`src/rtl/liquidity_latency_route_select_assert.svh`:
```
// Assertion macros used by the route selector back end.
`ifndef LIQUIDITY_LATENCY_ROUTE_SELECT_ASSERT_SVH
`define LIQUIDITY_LATENCY_ROUTE_SELECT_ASSERT_SVH
`ifndef SYNTHESIS
`define LLRS_ASSERT(lbl, prop) \
    lbl: assert property (@(posedge i_clk) disable iff (!i_rst_n) (prop)) \
        else $error("assertion failed");
`define LLRS_ASSERT_IMPL(lbl, ante, cons) \
    lbl: assert property (@(posedge i_clk) disable iff (!i_rst_n) (ante) |-> (cons)) \
        else $error("assertion failed");
`else
`define LLRS_ASSERT(lbl, prop)
`define LLRS_ASSERT_IMPL(lbl, ante, cons)
`endif
`endif

```
`src/rtl/llrs_pkg.sv`:
```
// Package with the types, constants and helpers of the route selector.
`timescale 1ns / 1ps
package llrs_pkg;

    localparam int NUM_GATEWAYS = 8;
    localparam int GW_IDX_W     = (NUM_GATEWAYS > 1) ? $clog2(NUM_GATEWAYS) : 1;
    localparam int GW_CNT_W     = $clog2(NUM_GATEWAYS + 1);

    localparam int OP_W       = 2;
    localparam int GW_W       = 3;
    localparam int IN_DEPTH_W = 48;
    localparam int DEPTH_W    = 47;
    localparam int RTT_W      = 32;
    localparam int TAG_W      = 32;
    localparam int CNT_W      = 32;

    localparam int DEPTH_LO_W = 32;
    localparam int DEPTH_HI_W = DEPTH_W - DEPTH_LO_W;
    localparam int PROD_LO_W  = DEPTH_LO_W + RTT_W;
    localparam int PROD_HI_W  = DEPTH_HI_W + RTT_W;
    localparam int PROD_W     = DEPTH_W + RTT_W;

    localparam int S_TDATA_W = 120;
    localparam int M_TDATA_W = 72;

    localparam int FIFO_DEPTH = 4;
    localparam int FIFO_PTR_W = $clog2(FIFO_DEPTH);
    localparam int FIFO_CNT_W = $clog2(FIFO_DEPTH + 1);

    typedef enum logic [OP_W-1:0] {
        OP_DEPTH = 2'd0,
        OP_LINK  = 2'd1,
        OP_ROUTE = 2'd2,
        OP_NONE  = 2'd3
    } t_op;

    typedef enum logic [1:0] {
        KIND_DEPTH,
        KIND_LINK,
        KIND_ROUTE
    } t_kind;

    typedef enum logic [1:0] {
        ST_IDLE,
        ST_SCAN,
        ST_CMP,
        ST_OUT
    } t_back_state;

    // Input payload, gateway in the lowest bits.
    typedef struct packed {
        logic [3:0]            pad;
        logic [TAG_W-1:0]      order_tag;
        logic                  link_up;
        logic [RTT_W-1:0]      rtt_ns;
        logic [IN_DEPTH_W-1:0] depth;
        logic [GW_W-1:0]       gateway;
    } t_s_data;

    // Result payload, chosen gateway in the lowest bits.
    typedef struct packed {
        logic [4:0]       pad;
        logic [CNT_W-1:0] dropped_total;
        logic [TAG_W-1:0] order_tag_out;
        logic [GW_W-1:0]  chosen_gateway;
    } t_m_data;

    typedef struct packed {
        t_kind                kind;
        logic [GW_IDX_W-1:0]  gw;
        logic [DEPTH_W-1:0]   depth;
        logic [RTT_W-1:0]     rtt;
        logic                 link_up;
        logic [TAG_W-1:0]     tag;
    } t_cmd;

    typedef struct packed {
        logic empty;
        logic full;
    } t_q_status;

    // An unmeasured round-trip time counts as one nanosecond.
    function automatic logic [RTT_W-1:0] eff_rtt(input logic [RTT_W-1:0] r);
        return (r == '0) ? RTT_W'(1) : r;
    endfunction

endpackage

```
`src/rtl/llrs_fifo.sv`:
```
// Command queue between the front end and the execution back end.
`timescale 1ns / 1ps
module llrs_fifo (
    input  logic                 i_clk,
    input  logic                 i_rst_n,
    input  logic                 i_push,
    input  llrs_pkg::t_cmd       i_cmd,
    input  logic                 i_pop,
    output llrs_pkg::t_cmd       o_cmd,
    output llrs_pkg::t_q_status  o_status
);

    llrs_pkg::t_cmd                    r_mem [llrs_pkg::FIFO_DEPTH];
    logic [llrs_pkg::FIFO_PTR_W-1:0]   r_wr;
    logic [llrs_pkg::FIFO_PTR_W-1:0]   r_rd;
    logic [llrs_pkg::FIFO_CNT_W-1:0]   r_count;
    logic                              do_push;
    logic                              do_pop;

    assign o_status.empty = (r_count == '0);
    assign o_status.full  = (r_count == llrs_pkg::FIFO_CNT_W'(llrs_pkg::FIFO_DEPTH));
    assign do_push = i_push && !o_status.full;
    assign do_pop  = i_pop && !o_status.empty;
    assign o_cmd   = r_mem[r_rd];

    always_ff @(posedge i_clk) begin
        if (!i_rst_n) begin
            r_wr    <= '0;
            r_rd    <= '0;
            r_count <= '0;
        end else begin
            if (do_push) begin
                r_wr <= r_wr + 1'b1;
            end
            if (do_pop) begin
                r_rd <= r_rd + 1'b1;
            end
            case ({do_push, do_pop})
                2'b10:   r_count <= r_count + 1'b1;
                2'b01:   r_count <= r_count - 1'b1;
                default: r_count <= r_count;
            endcase
        end
    end

    always_ff @(posedge i_clk) begin
        if (do_push) begin
            r_mem[r_wr] <= i_cmd;
        end
    end

endmodule

```
`config.mk`:
```
export PLATFORM = sky130hd
export DESIGN_NAME = llrs_fifo
export DESIGN_NICKNAME = d
export VERILOG_FILES = /design/src/rtl/liquidity_latency_route_select_assert.svh /design/src/rtl/llrs_pkg.sv /design/src/rtl/llrs_fifo.sv
export SDC_FILE = /design/constraint.sdc
export NUM_CORES = 1
export LEC_CHECK = 0
export BUFFER_PORTS_ARGS = -buffer_cell sky130_fd_sc_hd__buf_4
export CAP_MARGIN = 5
export CORE_MARGIN = 1.5
export CORE_UTILIZATION = 60
export CTS_CLUSTER_DIAMETER = 50
export DETAILED_ROUTE_END_ITERATION = 12
export PLACE_DENSITY = 0.81
export REMOVE_ABC_BUFFERS = 1
export SETUP_SLACK_MARGIN = 0.2
export SLEW_MARGIN = 30
export SYNTH_ARGS = -nofsm -noshare
export SYNTH_HDL_FRONTEND = slang
export SYNTH_SLANG_ARGS = --single-unit
```
`constraint.sdc`:
```
create_clock -name i_clk -period 6.6 [get_ports i_clk]
set_clock_uncertainty 0.2 [all_clocks]
set_input_delay 0.99 -clock i_clk [delete_from_list [all_inputs] [get_ports i_clk]]
set_output_delay 0.99 -clock i_clk [all_outputs]
set_load 0.1 [all_outputs]
```
# Yosys cells after proc, flatten, opt, wreduce, memory -nomap -nowiden
# Memory sizes are Yosys's and may differ from the RTL's. A register that Yosys moved wholly into a read port is not among the register bits.
# Index checks and enable logic that the tools add are counted.
# totals
regBits	7
ram_bits	468
input_bits	121
out_inout_bits	119
wordCells	22
n_memories	1
# mem_list
name	words	width	rd	rd_ports_with_merged_regs	wr	line_no	rtl
r_mem	4	117	1	1	1	llrs_fifo.sv:13	llrs_pkg::t_cmd r_mem [llrs_pkg::FIFO_DEPTH];
# classes
add_sub_neg	4
n_eq_ne	3
mux	5
reduce_logical	6
# op_table
operator	count
$pmux 3 s2	1
$add 2x1->2 const B	2
$mux 2	2
$add 3x1->3 const B	1
$eq 3x3->1 const B	1
$logic_not 3->1	1
$sub 3x1->3 const B	1
$eq 2x1->1 const B	1
$eq 2x2->1 const B	1
$logic_and 1x1->1	2
$logic_not 1->1	2
$mux 1	2
$reduce_bool 2->1	1

# Depth between registers and ports, before layout
# depth
depth_word	5
mapped_depth	10
ltp_nobuf	9

# Worst setup path after synthesis
# OpenSTA, ideal clock, no wires.
# synth_path
kind	register to register
startpoint	register r_count[2] (netlist name)
endpoint	memory r_mem[0][0] (netlist name), enable pin
setup_ps	776
arrival_ps	4323
setup_slack_ps	1301
stages_incl_launch_ff	5
cell_sequence	dfxtp_1 > nor3b_1 > nor2b_1 > clkbuf_1 > and2_1
# synth_rtl
item	line_no	rtl
start: declaration	llrs_fifo.sv:16	logic [llrs_pkg::FIFO_CNT_W-1:0] r_count;
start signal: assignment	llrs_fifo.sv:39	2'b10: r_count <= r_count + 1'b1;
start signal: assignment	llrs_fifo.sv:40	2'b01: r_count <= r_count - 1'b1;
start signal: assignment	llrs_fifo.sv:41	default: r_count <= r_count;
end: declaration	llrs_fifo.sv:13	

==> results_dict.tcl <==
set metrics [dict create \
    n_fill_cell 1630 \
    grt_pass1_wl_um 49300 \
    design_power_total_mw 10.1 \
    ys_warn_count 0 \
    nNetsFinal 1063 \
    cts_tree "yes" \
    grt_setup_unrepaired "no" \
    final_worst_path_period_share 0.608 \
    timing.fmax_ghz 0.249 \
    grt_antenna_before_repair 2 \
    route.detailed.wl_per_inst_um 24.0 \
    crit_type "reg2out" \
    worst_ir_drop_vdd_v 0.000421 \
    clk_pin_slew_worst_paths_ps 60 \
    worst_ep_required_time_ps 5410 \
    pin_count_of_the_biggest_net_entering_global_routing 78 \
    dieArea_um2 29900 \
    tightest_slew_ps 848 \
    setup_viols_final 0 \
    timing.slew.headroom 0.435 \
    layout_min_cycle_time_ps 4010 \
    worstSkewPairLatency_ps 530 \
    grt_overflow_total 0 \
    antenna_violating_nets_post_route 0 \
    syn_area_per_cell_um2 26.1 \
    tot_gr_track_use 0.222 \
    antenna-diode-count 0 \
    flow.area_growth_from_synthesis_pct 21.3 \
    drv_cap 0 \
    number_of_register_bits_inferred_by_synthesis 477 \
    drt_first_pass_iters 5 \
    design.core.area_um2 28500 \
    cts.sinks 477 \
    hold_viol 0 \
    cts_h_tree_depth 2 \
    synth.cell_area_um2 17300 \
    pre_cts_ws_ps 2860 \
    power_per_cell_area_nw_per_um2 482 \
    die_y_um 173 \
    globalplace.congestion 0.712 \
    cts_inserted_buffers 45 \
    ctsLongestPathBuffers 3 \
    status "completed" \
    ios 240 \
    final_max_slew_viol_count 0 \
    post_route_cells_drive_above_1_share 0.452 \
    hp-class "reg2reg" \
    hpwlAfterDp_um 19100 \
    static-leakage-power_nw 7.02 \
    arrival_ps 2820 \
    worst_path_setup_slack_after_routing_ps 2590 \
    drt_iter0_drc 880 \
    synth_cell_type_count 22 \
    drt-vias-per-instance 5.78 \
    ctsHoldBuffers 0 \
    routed-via-count 7842 \
    seq_area_frac_synth 0.821 \
    critical_path.endpoint_type "output port" \
    synthCells 665 \
    critical_path_startpoint_category "flip-flop" \
    std_cell_rows 62 \
    drc_errors 0 \
    cts_resized 0 \
    cts_post_setup_buffers_inserted 0 \
    grt_pass1_vias 8198 \
    die_width_um 173 \
    worstPathMaxFanout 44 \
    numPortBuffers 239 \
    route.final.wire_length_um 32600 \
    cts_root_buf "sky130_fd_sc_hd__clkbuf_16" \
    floorplan.initialDensity 0.607 \
]
synthesized netlist by cell type (all sizes together):
master | n | area, µm²
or4bb | 1 | 11.3
or3 | 2 | 12.5
and2 | 6 | 37.5
o21ai | 5 | 25.0
nor3 | 1 | 5.00
nand2 | 7 | 26.3
nor2b | 2 | 12.5
xnor2 | 1 | 8.76
nor3b | 1 | 7.51
fa | 1 | 20.0
inv | 6 | 22.5
edfxtp | 468 | 14100
xor2 | 1 | 8.76
clkbuf | 9 | 33.8
a21boi | 2 | 15.0
mux2i | 2 | 20.0
dfxtp | 9 | 180
buf | 19 | 129
ha | 5 | 62.6
mux4 | 117 | 2640
per-stage QoR:
step                 util  area [µm²]  std cells  hold WS [ps]  setup TNS (ps)
floorplan               -       17200        637           261          -59000
global placement    0.685       19500       1270           284               0
detailed placement  0.686       19600       1272           288               0
CTS                 0.735       21000       1355           306               0
global route        0.736       21000       1356           351               0
finish              0.736       21000       1356           307               0
routing by layer:
| metal | vias to the layer above | wire length (µm) | GRT usage |
|---|---|---|---|
| met4 | 4 | 467 | 0.0442 |
| met5 | - | 26 | 0 |
| li1 | 3392 | - | - |
| met2 | 336 | 15900 | 0.349 |
| met3 | 40 | 2770 | 0.0561 |
| met1 | 4070 | 13400 | 0.327 |
worst paths after layout:
| path | endpoint | slack (ps) | cells after the start | startpoint |
|---|---|---|---|---|
| min reg2reg | r_rd[0]$_SDFFE_PN0P_ | 310 | 2 | r_rd[0]$_SDFFE_PN0P_ |
| max | o_cmd[87] | 2590 | 5 | flip-flop |
| min | r_rd[0]$_SDFFE_PN0P_ | 310 | 2 | r_rd[0]$_SDFFE_PN0P_ |
| max reg2reg | r_mem[2][28]$_DFFE_PP_ | 3810 | 4 | r_count[2]$_SDFFE_PN0P_ |
where the power goes:
group / switching (mW) / internal (mW) / leakage, nW / total [mW]
combinational: 2.97 / 0.963 / 1.97 / 3.94
clock: 1.03 / 1.40 / 0.684 / 2.43
sequential: 0.101 / 3.65 / 4.37 / 3.75
logic make-up after synthesis:
group	after synthesis	synth area share
AOI/OAI and AO/OA	7	0.00231
and+or+nand+nor	20	0.00650
adders and majority gates	6	0.00477
xor gates and xnor gates	2	0.00101
DFF	477	0.821
buffers and inverters	34	0.0107
muxes	119	0.153
critical path, stage by stage, from the launching register on:
cell                      delay (ps)
sky130_fd_sc_hd__dfxtp_4         450
sky130_fd_sc_hd__buf_12          270
sky130_fd_sc_hd__buf_12          250
sky130_fd_sc_hd__buf_4           550
sky130_fd_sc_hd__mux4_2          450
sky130_fd_sc_hd__buf_4           260
registers in the layout, indices dropped and copies added, names as in the netlist, named ones only:
signal,cells
r_rd,2
r_count,3
r_wr,2
r_mem,468
layout make-up:
type | count | area [µm²] | area share
clock inverter | 23 | 171 | 0.00816
tap | 384 | 480 | 0.0229
sequential | 477 | 14200 | 0.678
timing repair buffer | 252 | 1950 | 0.0926
inverter | 6 | 22.5 | 0.00107
multi-input combinational | 154 | 2920 | 0.139
clock buffer | 60 | 1230 | 0.0588
layout by cell type, fill, tap and decap left out:
cell,n
sky130_fd_sc_hd__a21boi_0,2
sky130_fd_sc_hd__and2_1,2
sky130_fd_sc_hd__and2_4,4
sky130_fd_sc_hd__buf_12,4
sky130_fd_sc_hd__buf_4,247
sky130_fd_sc_hd__buf_6,1
sky130_fd_sc_hd__bufinv_16,2
sky130_fd_sc_hd__clkbuf_1,12
sky130_fd_sc_hd__clkbuf_16,47
sky130_fd_sc_hd__clkbuf_8,1
sky130_fd_sc_hd__clkinv_1,7
sky130_fd_sc_hd__clkinv_2,9
sky130_fd_sc_hd__clkinvlp_4,3
sky130_fd_sc_hd__dfxtp_1,7
sky130_fd_sc_hd__dfxtp_4,2
sky130_fd_sc_hd__edfxtp_1,468
sky130_fd_sc_hd__fa_1,1
sky130_fd_sc_hd__ha_1,5
sky130_fd_sc_hd__inv_1,6
sky130_fd_sc_hd__inv_6,2
sky130_fd_sc_hd__mux2i_1,2
sky130_fd_sc_hd__mux4_2,117
sky130_fd_sc_hd__nand2_1,7
sky130_fd_sc_hd__nor2b_1,2
sky130_fd_sc_hd__nor3_1,1
sky130_fd_sc_hd__nor3b_1,1
sky130_fd_sc_hd__o21ai_0,5
sky130_fd_sc_hd__or3_1,2
sky130_fd_sc_hd__or4bb_1,1
sky130_fd_sc_hd__xnor2_1,1
sky130_fd_sc_hd__xor2_1,1
(Power assumes the default switching activity.)
