==> src/rtl/liquidity_latency_route_select_assert.svh <==
// Assertion macros used by the route selector back end.
`ifndef LIQUIDITY_LATENCY_ROUTE_SELECT_ASSERT_SVH
`define LIQUIDITY_LATENCY_ROUTE_SELECT_ASSERT_SVH
`ifndef SYNTHESIS
`define LLRS_ASSERT(lbl, prop) \
    lbl: assert property (@(posedge i_clk) disable iff (!i_rst_n) (prop)) \
        else $error("assertion failed");
`define LLRS_ASSERT_IMPL(lbl, ante, cons) \
    lbl: assert property (@(posedge i_clk) disable iff (!i_rst_n) (ante) |-> (cons)) \
        else $error("assertion failed");
`else
`define LLRS_ASSERT(lbl, prop)
`define LLRS_ASSERT_IMPL(lbl, ante, cons)
`endif
`endif

==> src/rtl/llrs_pkg.sv <==
// Package with the types, constants and helpers of the route selector.
`timescale 1ns / 1ps
package llrs_pkg;

    localparam int NUM_GATEWAYS = 8;
    localparam int GW_IDX_W     = (NUM_GATEWAYS > 1) ? $clog2(NUM_GATEWAYS) : 1;
    localparam int GW_CNT_W     = $clog2(NUM_GATEWAYS + 1);

    localparam int OP_W       = 2;
    localparam int GW_W       = 3;
    localparam int IN_DEPTH_W = 48;
    localparam int DEPTH_W    = 47;
    localparam int RTT_W      = 32;
    localparam int TAG_W      = 32;
    localparam int CNT_W      = 32;

    localparam int DEPTH_LO_W = 32;
    localparam int DEPTH_HI_W = DEPTH_W - DEPTH_LO_W;
    localparam int PROD_LO_W  = DEPTH_LO_W + RTT_W;
    localparam int PROD_HI_W  = DEPTH_HI_W + RTT_W;
    localparam int PROD_W     = DEPTH_W + RTT_W;

    localparam int S_TDATA_W = 120;
    localparam int M_TDATA_W = 72;

    localparam int FIFO_DEPTH = 4;
    localparam int FIFO_PTR_W = $clog2(FIFO_DEPTH);
    localparam int FIFO_CNT_W = $clog2(FIFO_DEPTH + 1);

    typedef enum logic [OP_W-1:0] {
        OP_DEPTH = 2'd0,
        OP_LINK  = 2'd1,
        OP_ROUTE = 2'd2,
        OP_NONE  = 2'd3
    } t_op;

    typedef enum logic [1:0] {
        KIND_DEPTH,
        KIND_LINK,
        KIND_ROUTE
    } t_kind;

    typedef enum logic [1:0] {
        ST_IDLE,
        ST_SCAN,
        ST_CMP,
        ST_OUT
    } t_back_state;

    // Input payload, gateway in the lowest bits.
    typedef struct packed {
        logic [3:0]            pad;
        logic [TAG_W-1:0]      order_tag;
        logic                  link_up;
        logic [RTT_W-1:0]      rtt_ns;
        logic [IN_DEPTH_W-1:0] depth;
        logic [GW_W-1:0]       gateway;
    } t_s_data;

    // Result payload, chosen gateway in the lowest bits.
    typedef struct packed {
        logic [4:0]       pad;
        logic [CNT_W-1:0] dropped_total;
        logic [TAG_W-1:0] order_tag_out;
        logic [GW_W-1:0]  chosen_gateway;
    } t_m_data;

    typedef struct packed {
        t_kind                kind;
        logic [GW_IDX_W-1:0]  gw;
        logic [DEPTH_W-1:0]   depth;
        logic [RTT_W-1:0]     rtt;
        logic                 link_up;
        logic [TAG_W-1:0]     tag;
    } t_cmd;

    typedef struct packed {
        logic empty;
        logic full;
    } t_q_status;

    // An unmeasured round-trip time counts as one nanosecond.
    function automatic logic [RTT_W-1:0] eff_rtt(input logic [RTT_W-1:0] r);
        return (r == '0) ? RTT_W'(1) : r;
    endfunction

endpackage

==> src/rtl/llrs_front.sv <==
// Front end: accepts input transfers, decodes and clamps them into commands.
`timescale 1ns / 1ps
module llrs_front (
    input  logic                             s_tvalid,
    output logic                             s_tready,
    input  logic [llrs_pkg::S_TDATA_W-1:0]   s_tdata,
    input  logic [llrs_pkg::OP_W-1:0]        s_tuser,
    input  llrs_pkg::t_q_status              i_q_status,
    output logic                             o_push,
    output llrs_pkg::t_cmd                   o_cmd
);

    llrs_pkg::t_s_data data;
    llrs_pkg::t_op     op;
    logic              gw_ok;
    logic              keep;

    assign data = llrs_pkg::t_s_data'(s_tdata);
    assign op   = llrs_pkg::t_op'(s_tuser);
    assign gw_ok = int'(data.gateway) < llrs_pkg::NUM_GATEWAYS;

    always_comb begin
        case (op)
            llrs_pkg::OP_DEPTH: keep = gw_ok;
            llrs_pkg::OP_LINK:  keep = gw_ok;
            llrs_pkg::OP_ROUTE: keep = 1'b1;
            default:            keep = 1'b0;
        endcase
    end

    always_comb begin
        o_cmd = '0;
        case (op)
            llrs_pkg::OP_DEPTH: o_cmd.kind = llrs_pkg::KIND_DEPTH;
            llrs_pkg::OP_LINK:  o_cmd.kind = llrs_pkg::KIND_LINK;
            default:            o_cmd.kind = llrs_pkg::KIND_ROUTE;
        endcase
        o_cmd.gw = llrs_pkg::GW_IDX_W'(data.gateway);
        // Negative or zero depth is stored as one.
        if (data.depth[llrs_pkg::IN_DEPTH_W-1] || (data.depth == '0)) begin
            o_cmd.depth = llrs_pkg::DEPTH_W'(1);
        end else begin
            o_cmd.depth = data.depth[llrs_pkg::DEPTH_W-1:0];
        end
        o_cmd.rtt     = data.rtt_ns;
        o_cmd.link_up = data.link_up;
        o_cmd.tag     = data.order_tag;
    end

    // Unused ops and out-of-range updates are taken and dropped here.
    assign s_tready = !i_q_status.full;
    assign o_push   = s_tvalid && s_tready && keep;

endmodule

==> config.mk <==
export PLATFORM = sky130hd
export DESIGN_NAME = llrs_front
export DESIGN_NICKNAME = d
export VERILOG_FILES = /design/src/rtl/liquidity_latency_route_select_assert.svh /design/src/rtl/llrs_pkg.sv /design/src/rtl/llrs_front.sv
export SDC_FILE = /design/constraint.sdc
export NUM_CORES = 1
export LEC_CHECK = 0
export BUFFER_PORTS_ARGS = -buffer_cell sky130_fd_sc_hd__clkbuf_2
export CAP_MARGIN = 10
export CORE_AREA = 5 5 91 93
export DETAILED_ROUTE_END_ITERATION = 8
export DIE_AREA = 0 0 96 98
export SLEW_MARGIN = 20
export SYNTH_ARGS = -nofsm -noshare
export SYNTH_HDL_FRONTEND = slang
export SYNTH_SLANG_ARGS = --single-unit
==> constraint.sdc <==
create_clock -name vclk -period 2.05
set_clock_uncertainty 0.2 [all_clocks]
set_input_delay 0.3075 -clock vclk [all_inputs]
set_output_delay 0.3075 -clock vclk [all_outputs]
set_load 0.02 [all_outputs]
# Word-level counts from Yosys, hierarchy flattened
# Index checks and enable logic that the tools add are counted.
[totals]
output_inout_bits = 119
regBits = 0
word_cells = 12
inputBits = 125
[op_classes]
eq_ne = 2
mux = 3
n_reduce_logical = 7
[ops]
columns = ["cell", "n"]
rows = [
  ["$logic_not 48->1", 1],
  ["$mux 47", 1],
  ["$pmux 2 s2", 1],
  ["$reduce_or 3->1", 1],
  ["$eq 2x1->1 const B", 1],
  ["$eq 2x2->1 const B", 1],
  ["$logic_and 1x1->1", 2],
  ["$logic_not 2->1", 1],
  ["$logic_not 1->1", 1],
  ["$logic_or 1x1->1", 1],
  ["$mux 1", 1],
]

# Depth between registers and ports, before layout
# Gate-level depths: netlist of run 1.
[depth]
word_depth = 4
mapped_depth = 4
depth_no_buf = 3

# Least setup slack after synthesis of run 1
# Ideal clock, no wire load.
[synth_path]
kind = "input to output"
start = "input s_tdata[28] in the netlist's numbering"
end = "output o_cmd[65] in the netlist's numbering"
slack_ns = 0.417
path_buffers = 0
arrival_time_ns = 1.125
path_stages = 3
path_cell_list = "nor4_2 nand4_1 o31ai_2"
[synth_rtl]
columns = ["element", "line", "rtl"]
rows = [
  ["start, declared", "llrs_front.sv:6", "input logic [llrs_pkg::S_TDATA_W-1:0] s_tdata,"],
  ["end, declared", "llrs_front.sv:10", "output llrs_pkg::t_cmd o_cmd"],
]

==> results.toml, run 1 <==
[outcome]
status = "finished clean"

[floorplanning]
rows = 32
core_area_um2 = 7450
dieHeight_um = 98
pin_count = 244
die_x_um = 96
die_area_um2 = 9410
initial_utilization = 0.133

[worst_setup_path]
critPathMaxFanout = 2
worstSetupEndpoint = "o_cmd[65]"
critPathRequiredTime_ps = 1540
critPathKind = "in2out"
arrival_ps = 1420
start_kind = "input pin"
worstSetupStartpoint = "s_tdata[50]"
endpoint_kind = "primary output"

[global_route]
grt_usage = 0.0600
antenna_found_initial = 0
grt-ovfl-total = 0
grt_pass1_wl_mm = 4.51
grt_max_degree = 48
grt_pass1_vias = 955

[clock_tree]
postCtsSetupBuffers = 0

[timing]
min_period_over_period = 0.942
hold_ws_ps = 415
rsz0062_at_grt = "no"
final-setup-viol-count = 0
clock.fmax_ghz = 0.518
hold_violations = 0
layout_min_cycle_time_ps = 1930
slew_headroom = 0.703
slew_viol_final = 0
worstMarginPinSlew_ps = 446

[synthesis]
netlist_area_um2 = 993
yosysWarnings = 0
yosysSeqAreaShare = 0
syn_avg_cell_area_um2 = 7.05
synthCells = 141
syn-num-nets = 266
ys_types = 13

[placed_design]
hpwl_mm = 3.08
port_buffers = 103
gp_congestion = 0.616
dp.cells = 275

[cells_and_area]
nets = 300
nClkBuffers = 0
area_growth_pct = 15.2
seqCellArea_um2 = 0
fin_cells = 275
fillers = 865
n_antenna_cell = 0
seq_cells = 0
drive_gt1_frac = 0.671

[run]
drv_cap = 0

[power_and_ir_drop]
p_clk_frac = 0
power.net_switching_w = 0.000144
power_frac_seq = 0
ir_worst_vdd_v = 0.0000534
swShare = 0.586
p_leak_nw = 0.587
p_per_area_nw_per_um2 = 215
p_comb_frac = 1.000
intPower_w = 0.000102

[routing]
vias = 1004
firstDrtPassIters = 3
routed_wl_mm = 3.41
routedWlPerCell_um = 12.4
drtIter0Drc = 8
drc_errors = 0
ant_nets = 0
via_per_inst = 3.65

[worst_hold_path]
hold_path_class = "in2out"
==> kinds of logic after synthesis <==
logic type	after synthesis	synth area share
AOI/OAI and AO/OA	1	0.0126
and+or+nand+nor	65	0.432
buffers and inverters	75	0.555
==> worst max-delay path, cell delays in order <==
cell and delay, ps:
buf_6 100, nor4_2 260, buf_4 160, nand4_1 170
o31ai_2 260, buf_4 170
==> Yosys cell counts <==
cell type,instances,share of area
and3_1,1,0.0063
nand4_1,3,0.019
buf_4,70,0.53
nor2b_1,46,0.29
o31ai_2,1,0.013
nor4_1,8,0.050
nor2b_2,1,0.0088
nand2_1,1,0.0038
buf_6,1,0.011
nor4_2,4,0.050
inv_1,1,0.0038
nor2_1,1,0.0038
clkbuf_1,3,0.011
==> area by class of cell <==
| class | count | area, um^2 | share of cell area |
|---|---|---|---|
| Multi-Input combinational cell | 66 | 467 | 0.408 |
| Tap cell | 102 | 128 | 0.111 |
| Inverter | 1 | 3.75 | 0.00328 |
| Timing Repair Buffer | 106 | 547 | 0.478 |
==> power by group through the flow <==
stage          clock [W]  sequential, W  combinational, W
2_1_floorplan          0              0          0.000322
3_3_place_gp           0              0          0.000242
3_5_place_dp           0              0          0.000246
4_1_cts                0              0          0.000249
5_1_grt                0              0          0.000269
6_report               0              0          0.000247
==> worst min path at each step <==
stage            startpoint    endpoint  slack (ps)  depth (start not counted)
2_1_floorplan    s_tuser[1]  o_cmd[115]         490                          1
3_3_place_gp   s_tdata[101]   o_cmd[17]         420                          0
3_5_place_dp   s_tdata[101]   o_cmd[17]         420                          0
4_1_cts        s_tdata[101]   o_cmd[17]         420                          0
5_1_grt         s_tdata[89]    o_cmd[5]         420                          0
6_report       s_tdata[100]   o_cmd[16]         420                          0
==> routing by layer <==
layer / part of all wire / global-route usage / vias up
li1: - / - / 453
met1: 0.31 / 0.0565 / 427
met2: 0.47 / 0.113 / 90
met3: 0.16 / 0.0116 / 34
met4: 0.068 / 0.0405 / 0
met5: 0 / 0 / -
==> timing repair <==
item / CTS / global route
pin swaps: 1 / 3
hold buffers: 0 / 0
setup endpoints to repair: 1 / 1
resized for setup: 3 / 5
==> cell usage in the layout (no fill, tap or decap) <==
cell,n
o31ai_2,1
nor2b_2,1
and3_1,1
nor2b_1,46
buf_4,4
inv_1,1
nand2_1,1
nand4_1,3
nor4_1,4
nor4_2,8
buf_6,1
clkbuf_2,101
nor2_1,1
==> through the flow <==
step	TNS, ps	utilization	setup WS [ps]	total power (W)	cell area [um^2]
after floorplan	0	-	417	0.000322	993
after global placement	-26.5	0.149	-26.5	0.000242	1110
after detailed placement	-13.9	0.149	-13.9	0.000246	1110
after CTS	0	0.151	20.7	0.000249	1130
after global routing	0	0.154	3.03	0.000269	1140
final	0	0.154	119	0.000247	1140
(Power assumes the default switching activity.)
==> run 2: changes to the inputs <==
Settings changed: BUFFER_PORTS_ARGS -buffer_cell sky130_fd_sc_hd__clkbuf_2 to unset, DONT_BUFFER_PORTS set to 1.
==> results.toml, run 2 (same netlist as run 1, synthesis figures left out) <==
[outcome]
status = "finished clean"

[power_and_ir_drop]
p_comb_frac = 1.000
p_leak_nw = 0.143
ir_worst_vdd_v = 0.0000247
swShare = 0.729
p_per_area_nw_per_um2 = 206
power.net_switching_w = 0.0000896
p_clk_frac = 0
intPower_w = 0.0000333
power_frac_seq = 0
p_total_w = 0.000123

[cells_and_area]
fin_cells = 172
final_common_cell = "nor2b_1"
mostFrequentLayoutCells = "46 x nor2b_1, 8 x nor4_1, 4 x nor4_2, 3 x nand4_1, 3 x buf_4"
seq_cells = 0
nets = 197
area_growth_pct = -40.1
nClkBuffers = 0
drive_gt1_frac = 0.129
seqCellArea_um2 = 0
fillers = 878
n_antenna_cell = 0

[placed_design]
dp.cells = 172
pre_cts_slack_ps = 113
gp_congestion = 0.566
hpwl_mm = 2.72
port_buffers = 0

[timing]
rsz0062_at_grt = "no"
hold_ws_ps = 415
clock.fmax_ghz = 0.529
slew_viol_final = 0
layout_min_cycle_time_ps = 1890
final-setup-viol-count = 0
min_period_over_period = 0.922
finalSetupTns_ps = 0
hold_violations = 0
worstMarginPinSlew_ps = 459
fin_ws_ps = 161
slew_headroom = 0.693

[worst_setup_path]
worstSetupStartpoint = "s_tdata[39]"
critPathKind = "in2out"
worstSetupEndpoint = "o_cmd[65]"
arrival_ps = 1380
start_kind = "input pin"
critPathMaxFanout = 2
endpoint_kind = "primary output"
critPathRequiredTime_ps = 1540

[floorplanning]
pin_count = 244
rows = 32
dieHeight_um = 98
die_x_um = 96
die_area_um2 = 9410
core_area_um2 = 7450
initial_utilization = 0.133

[routing]
vias = 626
routed_wl_mm = 3.06
ant_nets = 0
firstDrtPassIters = 3
drc_errors = 0
drtIter0Drc = 16
via_per_inst = 3.64
routedWlPerCell_um = 17.8

[clock_tree]
cts_resized = 0
ctsHoldBuffers = 0
postCtsSetupBuffers = 0

[global_route]
grt_pass1_wl_mm = 3.51
grt_pass1_vias = 675
antenna_found_initial = 0
grt-ovfl-total = 0
grt_usage = 0.0493
grt_max_degree = 49

[run]
drv_cap = 0

[worst_hold_path]
hold_path_class = "in2out"
==> run 2: changes by cell type in the layout (fill, tap and decap cells not counted), sizes merged <==
cell / previous run / this run
clkbuf: 101 / 0
buf: 5 / 3
==> run 2: per-layer routing <==
| metal | wire, um | vias to the layer above | global-route usage |
|---|---|---|---|
| li1 | - | 239 | - |
| met1 | 838 | 262 | 0.0394 |
| met2 | 1460 | 91 | 0.0940 |
| met3 | 533 | 34 | 0.0146 |
| met4 | 233 | 0 | 0.0394 |
| met5 | 0 | - | 0 |
==> run 2: worst min path at each step <==
stage                            start         end  slack, ps  depth (start not counted)
after detailed placement  s_tdata[101]   o_cmd[17]        420                          0
after global routing       s_tdata[89]    o_cmd[5]        420                          0
after CTS                 s_tdata[101]   o_cmd[17]        420                          0
after floorplan             s_tuser[1]  o_cmd[115]        490                          1
after global placement    s_tdata[101]   o_cmd[17]        420                          0
final                     s_tdata[100]   o_cmd[16]        420                          0
==> run 2: worst max-delay path, cell delays in order <==
cell and delay (ps):
nor4_1 400, nand4_1 230, o31ai_2 260, buf_4 180
==> run 2: power groups by stage <==
stage	combinational (W)	sequential [W]	clock, W
6_report	0.000123	0	0
2_1_floorplan	0.000322	0	0
5_1_grt	0.000131	0	0
3_3_place_gp	0.000127	0	0
3_5_place_dp	0.000126	0	0
4_1_cts	0.000126	0	0
==> run 2: metrics by stage <==
step / util / cell area (um^2)
after detailed placement: 0.0800 / 596
after floorplan: - / 993
final: 0.0800 / 596
after global routing: 0.0800 / 596
after CTS: 0.0800 / 596
after global placement: 0.0800 / 596
==> run 2: final cells by class <==
class | count | area, um^2 | area share
multi-input cells | 66 | 442 | 0.742
well taps | 102 | 128 | 0.214
repair buffers | 3 | 22.5 | 0.0378
inverters | 1 | 3.75 | 0.00630
==> run 3: changes to the inputs <==
==> constraint.sdc (replaced) <==
create_clock -name vclk -period 2.05
set_clock_uncertainty 0.2 [all_clocks]
set_input_delay 0.1025 -clock vclk [all_inputs]
set_output_delay 0.1025 -clock vclk [all_outputs]
set_load 0.02 [all_outputs]
==> results.toml, run 3 (same netlist as run 1, synthesis figures left out) <==
[outcome]
status = "finished clean"

[routing]
via_per_inst = 3.63
routedWlPerCell_um = 18.0
dr_wl_met2_mm = 1.46
routed_wl_mm = 3.06
met3_length_um = 551
ant_nets = 0
top_layer = "met4"
wl_met1_um = 813
drtIter0Drc = 17
firstDrtPassIters = 2
drc_errors = 0
vias = 617

[global_route]
grt-ovfl-total = 0
grt_pass1_wl_mm = 3.46
grt_max_degree = 49
grt_usage = 0.0486
grt_pass1_vias = 645
antenna_found_initial = 0

[worst_hold_path]
hold_path_class = "in2out"
hp-start = "s_tdata[114]"
hold_depth = 0
hold_path_end = "o_cmd[30]"

[placed_design]
port_buffers = 0
hpwl_mm = 2.72
gp_congestion = 0.566

[cells_and_area]
area_growth_pct = -41.6
seq_cells = 0
nClkBuffers = 0
final_common_cell = "nor2b_1"
mostFrequentLayoutCells = "46 x nor2b_1, 8 x nor4_1, 4 x nor4_2, 3 x nand4_1"
n_antenna_cell = 0
nets = 195
seqCellArea_um2 = 0
drive_gt1_frac = 0.103
fillers = 868

[floorplanning]
die_x_um = 96
initial_utilization = 0.133
dieHeight_um = 98
die_area_um2 = 9410
pin_count = 244
rows = 32
core_area_um2 = 7450

[timing]
final-setup-viol-count = 0
slew_headroom = 0.658
hold_violations = 0
min_period_over_period = 0.745
worstMarginPinSlew_ps = 509
rsz0062_at_grt = "no"
clock.fmax_ghz = 0.655
slew_viol_final = 0
hold_ws_ps = 5.01
finalSetupTns_ps = 0
layout_min_cycle_time_ps = 1530

[worst_setup_path]
endpoint_kind = "primary output"
critPathMaxFanout = 2
critPathRequiredTime_ps = 1750
arrival_ps = 1230
critPathKind = "in2out"
start_kind = "input pin"

[power_and_ir_drop]
ir_worst_vdd_v = 0.0000262
p_leak_nw = 0.132
p_comb_frac = 1.000
power_frac_seq = 0
swShare = 0.737
p_per_area_nw_per_um2 = 210
power.net_switching_w = 0.0000898
p_clk_frac = 0
intPower_w = 0.0000321

[run]
drv_cap = 0

[clock_tree]
cts_resized = 0
postCtsSetupBuffers = 0
ctsHoldBuffers = 0
[run 3: through the flow]
stage / utilization / power [W] / cell area, um^2 / std cells / setup slack [ps]
after floorplan: - / 0.000322 / 993 / 141 / 827
after global placement: 0.0780 / 0.000126 / 581 / 170 / 430
after detailed placement: 0.0780 / 0.000125 / 581 / 170 / 424
after CTS: 0.0780 / 0.000125 / 581 / 170 / 414
after global routing: 0.0780 / 0.000130 / 581 / 170 / 392
final: 0.0780 / 0.000122 / 581 / 170 / 522
[run 3: worst max-delay path, stage by stage]
cell	delay, ps
nor4_1	470
nand4_1	240
o31ai_2	220
buf_4	180
[run 3: how the worst max path moves through the flow]
stage | start | end | depth (start not counted) | slack, ps
detailed placement | s_tdata[3] | o_cmd[65] | 4 | 420
finish | s_tdata[3] | o_cmd[65] | 4 | 520
CTS | s_tdata[3] | o_cmd[65] | 4 | 410
floorplan | s_tdata[28] | o_cmd[65] | 3 | 830
global placement | s_tdata[3] | o_cmd[65] | 4 | 430
global route | s_tdata[3] | o_cmd[65] | 4 | 390
[run 3: power by group through the flow]
stage                     Sequential [W]  Clock [W]  Combinational, W
after floorplan                        0          0          0.000322
after global placement                 0          0          0.000126
after detailed placement               0          0          0.000125
after CTS                              0          0          0.000125
after global routing                   0          0          0.000130
final                                  0          0          0.000122
[run 3: cell type report]
class | instances | area (um^2) | area share
multi-input combinational | 66 | 442 | 0.761
tap | 102 | 128 | 0.220
inverter | 1 | 3.75 | 0.00647
timing repair buffer | 1 | 7.51 | 0.0129
[run 3: per-layer routing]
metal,GRT usage,up-vias
met3,0.0154,34
met4,0.0394,0
met5,0,-
li1,-,235
met1,0.0384,255
met2,0.0924,93
